**src/rtl/core/sbda_pkg.sv**
```systemverilog
`timescale 1ns / 1ps

package sbda_pkg;

	// Width of the value being printed.
	localparam int VALUE_BITS = 32;

	// Width of the input field.
	localparam int IN_FIELD_BITS = 32;

	// Decimal digits needed for the largest magnitude, 2^(VALUE_BITS-1).
	// 77/256 is a little below log10(2).
	localparam int DIGITS = (VALUE_BITS * 77) / 256 + 1;
	localparam int BCD_W = 4 * DIGITS;

	// Counter widths.
	localparam int BIT_CNT_W = $clog2(VALUE_BITS);
	localparam int DIG_CNT_W = $clog2(DIGITS + 1);

	// Queue between front and back.
	localparam int QUEUE_DEPTH = 2;
	localparam int QPTR_W = $clog2(QUEUE_DEPTH);
	localparam int QCNT_W = $clog2(QUEUE_DEPTH + 1);

	// Characters.
	localparam logic [7:0] CHAR_MINUS = 8'h2D;
	localparam logic [7:0] CHAR_ZERO = 8'h30;

	// One classified word: sign and unsigned magnitude.
	typedef struct packed {
		logic                  neg;
		logic [VALUE_BITS-1:0] mag;
	} entry_t;

	// Queue status seen by the front and back.
	typedef struct packed {
		logic full;
		logic empty;
	} queue_status_t;

endpackage

```
**src/rtl/core/sbda_front.sv**
```systemverilog
`timescale 1ns / 1ps

module sbda_front (
	input  logic                                      start,
	input  logic signed [sbda_pkg::IN_FIELD_BITS-1:0] number,
	input  sbda_pkg::queue_status_t                   qstat,
	output logic                                      busy,
	output logic                                      push,
	output sbda_pkg::entry_t                          push_data
);
	import sbda_pkg::*;

	logic signed [63:0]     ext;
	logic [VALUE_BITS-1:0]  val;
	logic                   neg;

	// A word is taken whenever the queue has room.
	assign busy = qstat.full;
	assign push = start && !qstat.full;

	// Sign-extend the field, then wrap it to the value width.
	assign ext = 64'(number);
	assign val = ext[VALUE_BITS-1:0];
	assign neg = val[VALUE_BITS-1];

	// The magnitude is unsigned, so the most negative value needs no special path.
	assign push_data.neg = neg;
	assign push_data.mag = neg ? (~val + VALUE_BITS'(1)) : val;

endmodule

```
**src/rtl/core/sbda_queue.sv**
```systemverilog
`timescale 1ns / 1ps

module sbda_queue (
	input  logic                    clk,
	input  logic                    arst_n,
	input  logic                    push,
	input  sbda_pkg::entry_t        push_data,
	input  logic                    pop,
	output sbda_pkg::entry_t        pop_data,
	output sbda_pkg::queue_status_t qstat
);
	import sbda_pkg::*;

	entry_t              slot_q [QUEUE_DEPTH];
	logic [QPTR_W-1:0]   wr_ptr_q;
	logic [QPTR_W-1:0]   rd_ptr_q;
	logic [QCNT_W-1:0]   count_q;
	logic                do_push;
	logic                do_pop;

	assign qstat.full  = (count_q == QCNT_W'(QUEUE_DEPTH));
	assign qstat.empty = (count_q == '0);
	assign do_push = push && !qstat.full;
	assign do_pop  = pop && !qstat.empty;
	assign pop_data = slot_q[rd_ptr_q];

	// Pointers and fill count.
	always_ff @(posedge clk or negedge arst_n) begin
		if (!arst_n) begin
			wr_ptr_q <= '0;
			rd_ptr_q <= '0;
			count_q  <= '0;
		end else begin
			if (do_push) begin
				wr_ptr_q <= (wr_ptr_q == QPTR_W'(QUEUE_DEPTH - 1)) ? '0 : wr_ptr_q + 1'b1;
			end
			if (do_pop) begin
				rd_ptr_q <= (rd_ptr_q == QPTR_W'(QUEUE_DEPTH - 1)) ? '0 : rd_ptr_q + 1'b1;
			end
			if (do_push && !do_pop) begin
				count_q <= count_q + 1'b1;
			end else if (do_pop && !do_push) begin
				count_q <= count_q - 1'b1;
			end
		end
	end

	// Storage slots.
	always_ff @(posedge clk) begin
		if (do_push) begin
			slot_q[wr_ptr_q] <= push_data;
		end
	end

endmodule

```
**src/rtl/core/sbda_back.sv**
```systemverilog
`timescale 1ns / 1ps

module sbda_back (
	input  logic                    clk,
	input  logic                    arst_n,
	input  sbda_pkg::queue_status_t qstat,
	input  sbda_pkg::entry_t        pop_data,
	output logic                    pop,
	output logic                    strobe,
	output logic [7:0]              text_char,
	output logic                    last_char
);
	import sbda_pkg::*;

	localparam logic [2:0] ST_IDLE = 3'd0;
	localparam logic [2:0] ST_CONV = 3'd1;
	localparam logic [2:0] ST_SKIP = 3'd2;
	localparam logic [2:0] ST_SIGN = 3'd3;
	localparam logic [2:0] ST_EMIT = 3'd4;

	localparam logic [BIT_CNT_W-1:0] BIT_LAST = BIT_CNT_W'(VALUE_BITS - 1);

	logic [2:0]             state_q;
	logic [VALUE_BITS-1:0]  mag_q;
	logic [BCD_W-1:0]       bcd_q;
	logic                   neg_q;
	logic [BIT_CNT_W-1:0]   bit_cnt_q;
	logic [DIG_CNT_W-1:0]   remain_q;
	logic                   strobe_q;
	logic [7:0]             text_char_q;
	logic                   last_char_q;
	logic [BCD_W-1:0]       bcd_adj;
	logic [3:0]             top_digit;

	assign pop = (state_q == ST_IDLE) && !qstat.empty;
	assign top_digit = bcd_q[BCD_W-1 -: 4];

	// Add three to every digit of five or more before the next shift.
	always_comb begin
		bcd_adj = bcd_q;
		for (int d = 0; d < DIGITS; d++) begin
			if (bcd_q[4*d +: 4] >= 4'd5) begin
				bcd_adj[4*d +: 4] = bcd_q[4*d +: 4] + 4'd3;
			end
		end
	end

	// Conversion and emission sequencer.
	always_ff @(posedge clk or negedge arst_n) begin
		if (!arst_n) begin
			state_q   <= ST_IDLE;
			strobe_q  <= 1'b0;
			bit_cnt_q <= '0;
			remain_q  <= '0;
		end else begin
			strobe_q <= 1'b0;
			case (state_q)
				ST_IDLE: begin
					if (!qstat.empty) begin
						bit_cnt_q <= '0;
						remain_q  <= DIG_CNT_W'(DIGITS);
						state_q   <= ST_CONV;
					end
				end
				ST_CONV: begin
					bit_cnt_q <= bit_cnt_q + 1'b1;
					if (bit_cnt_q == BIT_LAST) begin
						state_q <= ST_SKIP;
					end
				end
				ST_SKIP: begin
					// Drop leading zeros, keeping at least one digit.
					if (top_digit == 4'd0 && remain_q != DIG_CNT_W'(1)) begin
						remain_q <= remain_q - 1'b1;
					end else begin
						state_q <= neg_q ? ST_SIGN : ST_EMIT;
					end
				end
				ST_SIGN: begin
					strobe_q <= 1'b1;
					state_q  <= ST_EMIT;
				end
				ST_EMIT: begin
					strobe_q <= 1'b1;
					remain_q <= remain_q - 1'b1;
					if (remain_q == DIG_CNT_W'(1)) begin
						state_q <= ST_IDLE;
					end
				end
				default: begin
					state_q <= ST_IDLE;
				end
			endcase
		end
	end

	// Datapath: magnitude and BCD shift registers, result word.
	always_ff @(posedge clk) begin
		case (state_q)
			ST_IDLE: begin
				mag_q <= pop_data.mag;
				neg_q <= pop_data.neg;
				bcd_q <= '0;
			end
			ST_CONV: begin
				{bcd_q, mag_q} <= {bcd_adj[BCD_W-2:0], mag_q, 1'b0};
			end
			ST_SKIP: begin
				if (top_digit == 4'd0 && remain_q != DIG_CNT_W'(1)) begin
					bcd_q <= {bcd_q[BCD_W-5:0], 4'd0};
				end
			end
			ST_SIGN: begin
				text_char_q <= CHAR_MINUS;
				last_char_q <= 1'b0;
			end
			ST_EMIT: begin
				text_char_q <= CHAR_ZERO + {4'd0, top_digit};
				last_char_q <= (remain_q == DIG_CNT_W'(1));
				bcd_q <= {bcd_q[BCD_W-5:0], 4'd0};
			end
			default: begin
			end
		endcase
	end

	assign strobe    = strobe_q;
	assign text_char = text_char_q;
	assign last_char = last_char_q;

endmodule

```
**src/rtl/core/signed_binary_to_decimal_ascii.sv**
```systemverilog
`timescale 1ns / 1ps
// Each number goes through the serial double-dabble loop (one magnitude bit per cycle),
// then the one-digit-per-cycle scan and emission; the next word waits in the queue.
// Two words queue up ahead of the converter; busy rises while the queue is full.
// The receiver cannot stall: each character is shown for one cycle with strobe high.
// Reset clears the queue and the sequencer; no character is pending after reset.

module signed_binary_to_decimal_ascii (
	input  logic                                      clk,
	input  logic                                      arst_n,
	input  logic                                      start,
	output logic                                      busy,
	input  logic signed [sbda_pkg::IN_FIELD_BITS-1:0] number,
	output logic                                      strobe,
	output logic [7:0]                                text_char,
	output logic                                      last_char
);
	import sbda_pkg::*;

	queue_status_t qstat;
	entry_t        push_data;
	entry_t        pop_data;
	logic          push;
	logic          pop;

	// Front: takes words and forms sign and magnitude.
	sbda_front u_front (
		.start     (start),
		.number    (number),
		.qstat     (qstat),
		.busy      (busy),
		.push      (push),
		.push_data (push_data)
	);

	// Short queue between front and back.
	sbda_queue u_queue (
		.clk       (clk),
		.arst_n    (arst_n),
		.push      (push),
		.push_data (push_data),
		.pop       (pop),
		.pop_data  (pop_data),
		.qstat     (qstat)
	);

	// Back: converts to decimal and emits the characters.
	sbda_back u_back (
		.clk       (clk),
		.arst_n    (arst_n),
		.qstat     (qstat),
		.pop_data  (pop_data),
		.pop       (pop),
		.strobe    (strobe),
		.text_char (text_char),
		.last_char (last_char)
	);

endmodule
```
**config.mk**
```make
export PLATFORM = sky130hd
export DESIGN_NAME = signed_binary_to_decimal_ascii
export DESIGN_NICKNAME = d
export VERILOG_FILES = /design/src/rtl/core/sbda_pkg.sv /design/src/rtl/core/sbda_front.sv /design/src/rtl/core/sbda_queue.sv /design/src/rtl/core/sbda_back.sv /design/src/rtl/core/signed_binary_to_decimal_ascii.sv
export SDC_FILE = /design/constraint.sdc
export NUM_CORES = 1
export LEC_CHECK = 0
export BUFFER_PORTS_ARGS = -buffer_cell sky130_fd_sc_hd__buf_2
export CAP_MARGIN = 20
export CORE_ASPECT_RATIO = 0.8
export CORE_MARGIN = 3
export CORE_UTILIZATION = 38
export DETAILED_ROUTE_END_ITERATION = 16
export PLACE_DENSITY = 0.6
export SETUP_SLACK_MARGIN = 0.1
export SLEW_MARGIN = 15
export SYNTH_ARGS = -nofsm -noshare
export SYNTH_HDL_FRONTEND = slang
export SYNTH_SLANG_ARGS = --single-unit
export TNS_END_PERCENT = 5
```
**constraint.sdc**
```tcl
create_clock -name clk -period 5.7 [get_ports clk]
set_input_delay 0.57 -clock clk [delete_from_list [all_inputs] [get_ports clk]]
set_output_delay 0.57 -clock clk [all_outputs]
set_load 0.05 [all_outputs]
```
Word-level counts from Yosys, hierarchy flattened
Memory sizes are Yosys's and may differ from the RTL's.
Index checks and enable logic that the tools add are counted.
{"block": "totals", "ramBits": 66, "wordCells": 113, "mem_count": 1, "register_bits": 99}
{"block": "classes", "muxes": 34, "magnitude_cmp": 10, "n_reduce_logical": 24, "eq_ne": 13, "bitwise_logic": 1, "n_addsub": 18}
{"name": "u_queue.slot_q", "words": 2, "width": 33, "rd": 1, "rd_clocked_by_memory_dff": 0, "wr": 1, "line": "sbda_queue.sv:14", "source": "entry_t slot_q [QUEUE_DEPTH];"}
{"cell": "40-bit case mux with 4 select lines", "count": 1}
{"cell": "32-bit case mux with 2 select lines", "count": 1}
{"cell": "4-bit 2-to-1 mux", "count": 11}
{"cell": "4-bit by 3-bit greater-or-equal comparator with 1-bit output, second input constant", "count": 10}
{"cell": "40-bit 2-to-1 mux", "count": 1}
{"cell": "4-bit by 2-bit adder with 4-bit output, second input constant", "count": 9}
{"cell": "32-bit by 1-bit adder with 32-bit output, second input constant", "count": 1}
{"cell": "32-bit 2-to-1 mux", "count": 1}
{"cell": "32-bit NOT", "count": 1}
{"cell": "3-bit 2-to-1 mux", "count": 6}
{"cell": "8-bit case mux with 2 select lines", "count": 1}
{"cell": "3-bit case mux with 5 select lines", "count": 1}
{"cell": "4-bit case mux with 3 select lines", "count": 1}
{"cell": "5-bit case mux with 2 select lines", "count": 1}
{"cell": "6-bit by 4-bit adder with 7-bit output, first input constant", "count": 1}
{"cell": "1-bit logical AND", "count": 7}
{"cell": "3-bit by 2-bit == test with 1-bit output, second input constant", "count": 2}
{"cell": "2-bit by 1-bit != test with 1-bit output, second input constant", "count": 3}
{"cell": "2-bit nonzero test", "count": 3}
{"cell": "5-bit by 1-bit adder with 5-bit output, second input constant", "count": 1}
{"cell": "5-bit == test, second input constant", "count": 1}
{"cell": "1-bit 2-to-1 mux", "count": 5}
{"cell": "5-bit 2-to-1 mux", "count": 1}
{"cell": "4-bit by 1-bit == test with 1-bit output, second input constant", "count": 1}
{"cell": "22 further kinds", "count": 29}

Longest topological paths before layout
{"block": "logic_depth", "ltp_word": 8, "depth_mapped": 8}

Cells and area by module
From an unflattened synthesis, not the netlist that was laid out.
{"block": "unflattened", "cells_unflattened": 707, "hier_area_um2": 8445.6}
{"module": "sbda_back", "cells_per_inst": 483, "area_each_um2": 4913.5, "instances": 1}
{"module": "sbda_queue", "cells_per_inst": 122, "area_each_um2": 2730.1, "instances": 1}
{"module": "sbda_front", "cells_per_inst": 102, "area_each_um2": 802.0, "instances": 1}

Worst setup path before layout
No wires, ideal clock.
{"block": "synth_path", "kind": "reg-to-reg", "from": "reg u_back.bcd_q[36]", "to": "reg u_back.bcd_q[0], enable pin", "arrival_ns": 2.325, "stages_incl_launch_ff": 6, "n_path_buf": 0, "required_ns": 5.304, "setup_time_ns": 0.396, "path_slack_ns": 2.979, "path_cell_list": "edfxtp_1 -> inv_1 -> ha_1 -> or3b_2 -> o31ai_1 -> a21o_1"}
{"block": "synth_between", "elab_chain_len": 4}
{"element": "from (decl)", "line": "sbda_back.sv:25", "source": "logic [BCD_W-1:0] bcd_q;"}
{"element": "from (signal assigned)", "line": "sbda_back.sv:106", "source": "{bcd_q, mag_q} <= {bcd_adj[BCD_W-2:0], mag_q, 1'b0};"}
{"element": "from (signal assigned)", "line": "sbda_back.sv:110", "source": "bcd_q <= {bcd_q[BCD_W-5:0], 4'd0};"}
{"element": "from (signal assigned)", "line": "sbda_back.sv:120", "source": "bcd_q <= {bcd_q[BCD_W-5:0], 4'd0};"}
{"element": "4-bit zero test", "line": "sbda_back.sv:109", "source": "if (top_digit == 4'd0 && remain_q != DIG_CNT_W'(1)) begin"}
{"element": "1-bit logical AND", "line": "sbda_back.sv:109"}
{"element": "2-bit by 1-bit != test with 1-bit output (no line)"}
{"element": "2-bit AND reduction (no line)"}
Every way passes these cells.
A chain may end at the register's enable or synchronous reset.

Worst setup path in the final report
{"block": "layout_path", "from": "reg u_back.bcd_q[36]", "to": "reg u_back.bcd_q[28], enable pin"}
The elaborated chain is that of the path after synthesis.

==> metrics.txt <==
status completed; final core utilization 44.04%; PortBufs 42; post-layout minimum cycle time 2.585 ns; Netlist cell types 50; ys flop type edfxtp_1; average wire per standard cell 15.05 um; later-pin clock latency in the skew report 0.42 ns; synth-to-layout area growth 13.24%; die outline width 169.0 um; post-synthesis sequential area ratio 59.21%; final wirelength 14.91 mm; DR vias 5109; DRT met1 WL 7.416 mm; warning count from the yosys run 0; Post-Place Worst Slack 3.036 ns; Final Worst Setup Slack 3.115 ns; uppermost routed layer met4; CTS buffer count 17; GPL Wtd Cong 0.7942; Synth top area share 53.94%; Core ar. 20760 um2; cts repair resizes 0; Iter 0 DRT Violations 345; worst path arrival time 2.64 ns; fin cells 991; Max-Cap Viols 0; cts-stage hold buffer count 0; drt first pass iters 5; CTS tree yes; # fillers 1909; setup violators final 0; Max Fclk 386.8 MHz; Crit Path Class flip-flop to flip-flop; area of the multi-input gates 3033 um2; Initial Utilization 38.89%; H-tree levels 4; Synth area leaders edfxtp_1 54%, dfrtp_1 5.3%, o21ai_0 4.8%; ANT nets after route 0; dpl hpwl 9.649 mm; Tightest Hold Check Type input port to async pin; Syn Inst Count 673; TNS Setup 0 ns; Syn Std Cell Area 8073 um2; post-CTS setup buffer count 0; max-slew violation count 0; FF/Latch Area 4781 um2; r2r setup slk 3.11 ns; Ant. Diodes 0; DRC Markers 0; die footprint 23040 um2; Worst Skew 0.009086 ns; fraction of registers with async set/reset 10.49%; Total GRT Usage 13.46%; crit end category flip-flop; vias in the first global route 5027; Longest Clk Path Bufs 2; Slew Limit Headroom 31.39%; Post-synth EDFFs 145; vias per std cell 5.155; global-route wire length before repair 24.63 mm; die height 136.4 um; Peak VDD IR 0.1947 mV; Clock Sinks 162; floorplan row count 47; # IOs 46; Worst Path Max Fanout 40; Pleak 3.426 nW; CP Launch Point u_back.bcd_q[36]; Least-Margin Pin Slew 1.029 ns; Critical R2R Launch u_back.bcd_q[36]; CP Data Required Time 5.76 ns; crit path launch type flip-flop; leading area contributor after synthesis edfxtp_1; layout net count 771; initial antenna violation count 0; Root Driver clkbuf_16; final period utilization 45.35%; unrepaired setup endpoints after global routing false; Reg clk slew, reported paths 0.07 ns; DR WL met3 701 um; worst reg2reg path depth 6; Yosys reg bits 162; Fin. Hold Viols 0; met2 WL post-DR 6.681 mm; Pwr Density 453.7 nW/um2; r2r endpoint u_back.bcd_q[28]; layout cells sized above 1 14.54%; pin count of the biggest net entering global routing 75; GRT overflow 0; Placed Cells 960; Syn Area/Cell 12.00 um2
==> where the power goes <==
part | switching (W) | internal, W | leakage, nW
clock | 0.000478 | 0.000696 | 0.293
sequential | 0.000244 | 0.00174 | 1.73
combinational | 0.000580 | 0.000407 | 1.40
total | 0.00130 | 0.00285 | 3.43
==> metrics by stage <==
stage          instance area [um2]  hold slack, ns  power [W]
5_1_grt                       9141         0.08152   0.004420
3_3_place_gp                  8537          0.4741   0.002945
3_5_place_dp                  8537          0.4875   0.003013
6_report                      9141         0.07691   0.004147
2_1_floorplan                 8077          0.2744   0.002720
4_1_cts                       9141         0.06691   0.004202
==> final cells by class <==
cell class	instances	area share, %
Sequential cell	162	52.30
Tap cell	269	3.682
Timing Repair Buffer	48	2.792
Inverter	35	1.437
Clock buffer	18	4.695
Multi-Input combinational cell	446	33.18
Clock inverter	13	1.916
==> critical path, stage by stage (launching register included) <==
cell and delay (ns):
edfxtp_1 0.42, inv_1 0.13, ha_1 0.22, or3b_2 0.51, o31ai_1 0.29, a21o_1 0.17, buf_4 0.44
==> kinds of logic after synthesis <==
logic type      after synthesis  share of synthesized area (%)
fa+ha+maj                    26                          4.030
mux                          45                          5.719
compound gates              152                          11.66
xor+xnor                     50                          5.425
simple gates                170                          10.45
flops                       162                          59.21
other cells                   2                        0.09303
buf+inv                      66                          3.425
==> layout by cell type, fill, tap and decap left out, types with 3 or more instances in the layout <==
cell type | synthesis | layout
or3_1 | 4 | 4
and3_1 | 6 | 6
buf_2 | 0 | 42
a22o_1 | 3 | 3
xnor2_1 | 43 | 43
ha_1 | 26 | 26
nand2b_1 | 17 | 17
o211ai_1 | 3 | 3
bufinv_16 | 0 | 3
conb_1 | 2 | 3
a21oi_1 | 29 | 29
xor2_1 | 7 | 7
nor3_1 | 9 | 8
buf_4 | 3 | 6
o31ai_1 | 15 | 15
inv_6 | 0 | 3
nor2_1 | 15 | 12
a41oi_1 | 4 | 4
dfrtp_1 | 17 | 16
nand3_1 | 9 | 9
or4_1 | 3 | 3
inv_1 | 35 | 35
nor2_2 | 0 | 3
nor4_1 | 3 | 3
clkbuf_16 | 0 | 17
nor3b_1 | 11 | 11
o41ai_1 | 5 | 5
mux2_2 | 9 | 9
edfxtp_1 | 145 | 145
nand2_1 | 80 | 80
mux2i_1 | 36 | 36
o32ai_1 | 4 | 4
clkinv_4 | 0 | 4
o21ai_0 | 78 | 78
==> how the worst max path moves through the flow <==
stage	to	depth (start not counted)
3_3_place_gp	u_queue.slot_q[0][18]	7
2_1_floorplan	u_back.bcd_q[0]	5
5_1_grt	u_back.bcd_q[25]	6
3_5_place_dp	u_queue.slot_q[0][18]	7
6_report	u_back.bcd_q[28]	6
4_1_cts	u_back.bcd_q[16]	6
==> Yosys cell counts (2+ instances only) <==
master and number:
and3_1 6, mux2i_1 36, or3_1 4, and2_1 2
nand3_1 9, o32ai_1 4, nor3_1 9, edfxtp_1 145
or3b_2 2, buf_4 3, nor2_1 15, a21oi_1 29
nor3b_1 11, a41oi_1 4, inv_1 35, nor2b_1 2
o211ai_1 3, dfrtp_1 17, mux2_2 9, ha_1 26
nor4_1 3, xnor2_1 43, o31ai_2 2, o21ai_0 78
conb_1 2, a22o_1 3, o41ai_2 2, or4_1 3
nand2_1 80, o31ai_1 15, o41ai_1 5, or2_2 2
nand2b_1 17, clkbuf_1 25, xor2_1 7
==> metal layers <==
metal	vias to the layer above	global-route usage, %
li1	2533	-
met1	2464	18.43
met2	102	20.81
met3	10	4.215
met4	0	3.680
met5	-	0
==> state kept, by name (all words and copies together) (netlist names), 2 cells and up <==
register / flops
u_back.bit_cnt_q: 5
u_back.mag_q: 32
u_queue.slot_q: 66
u_back.remain_q: 4
u_back.bcd_q: 40
u_queue.count_q: 2
u_back.state_q: 3
u_back.text_char: 5
Note: power is estimated with default switching activity, not from simulation.
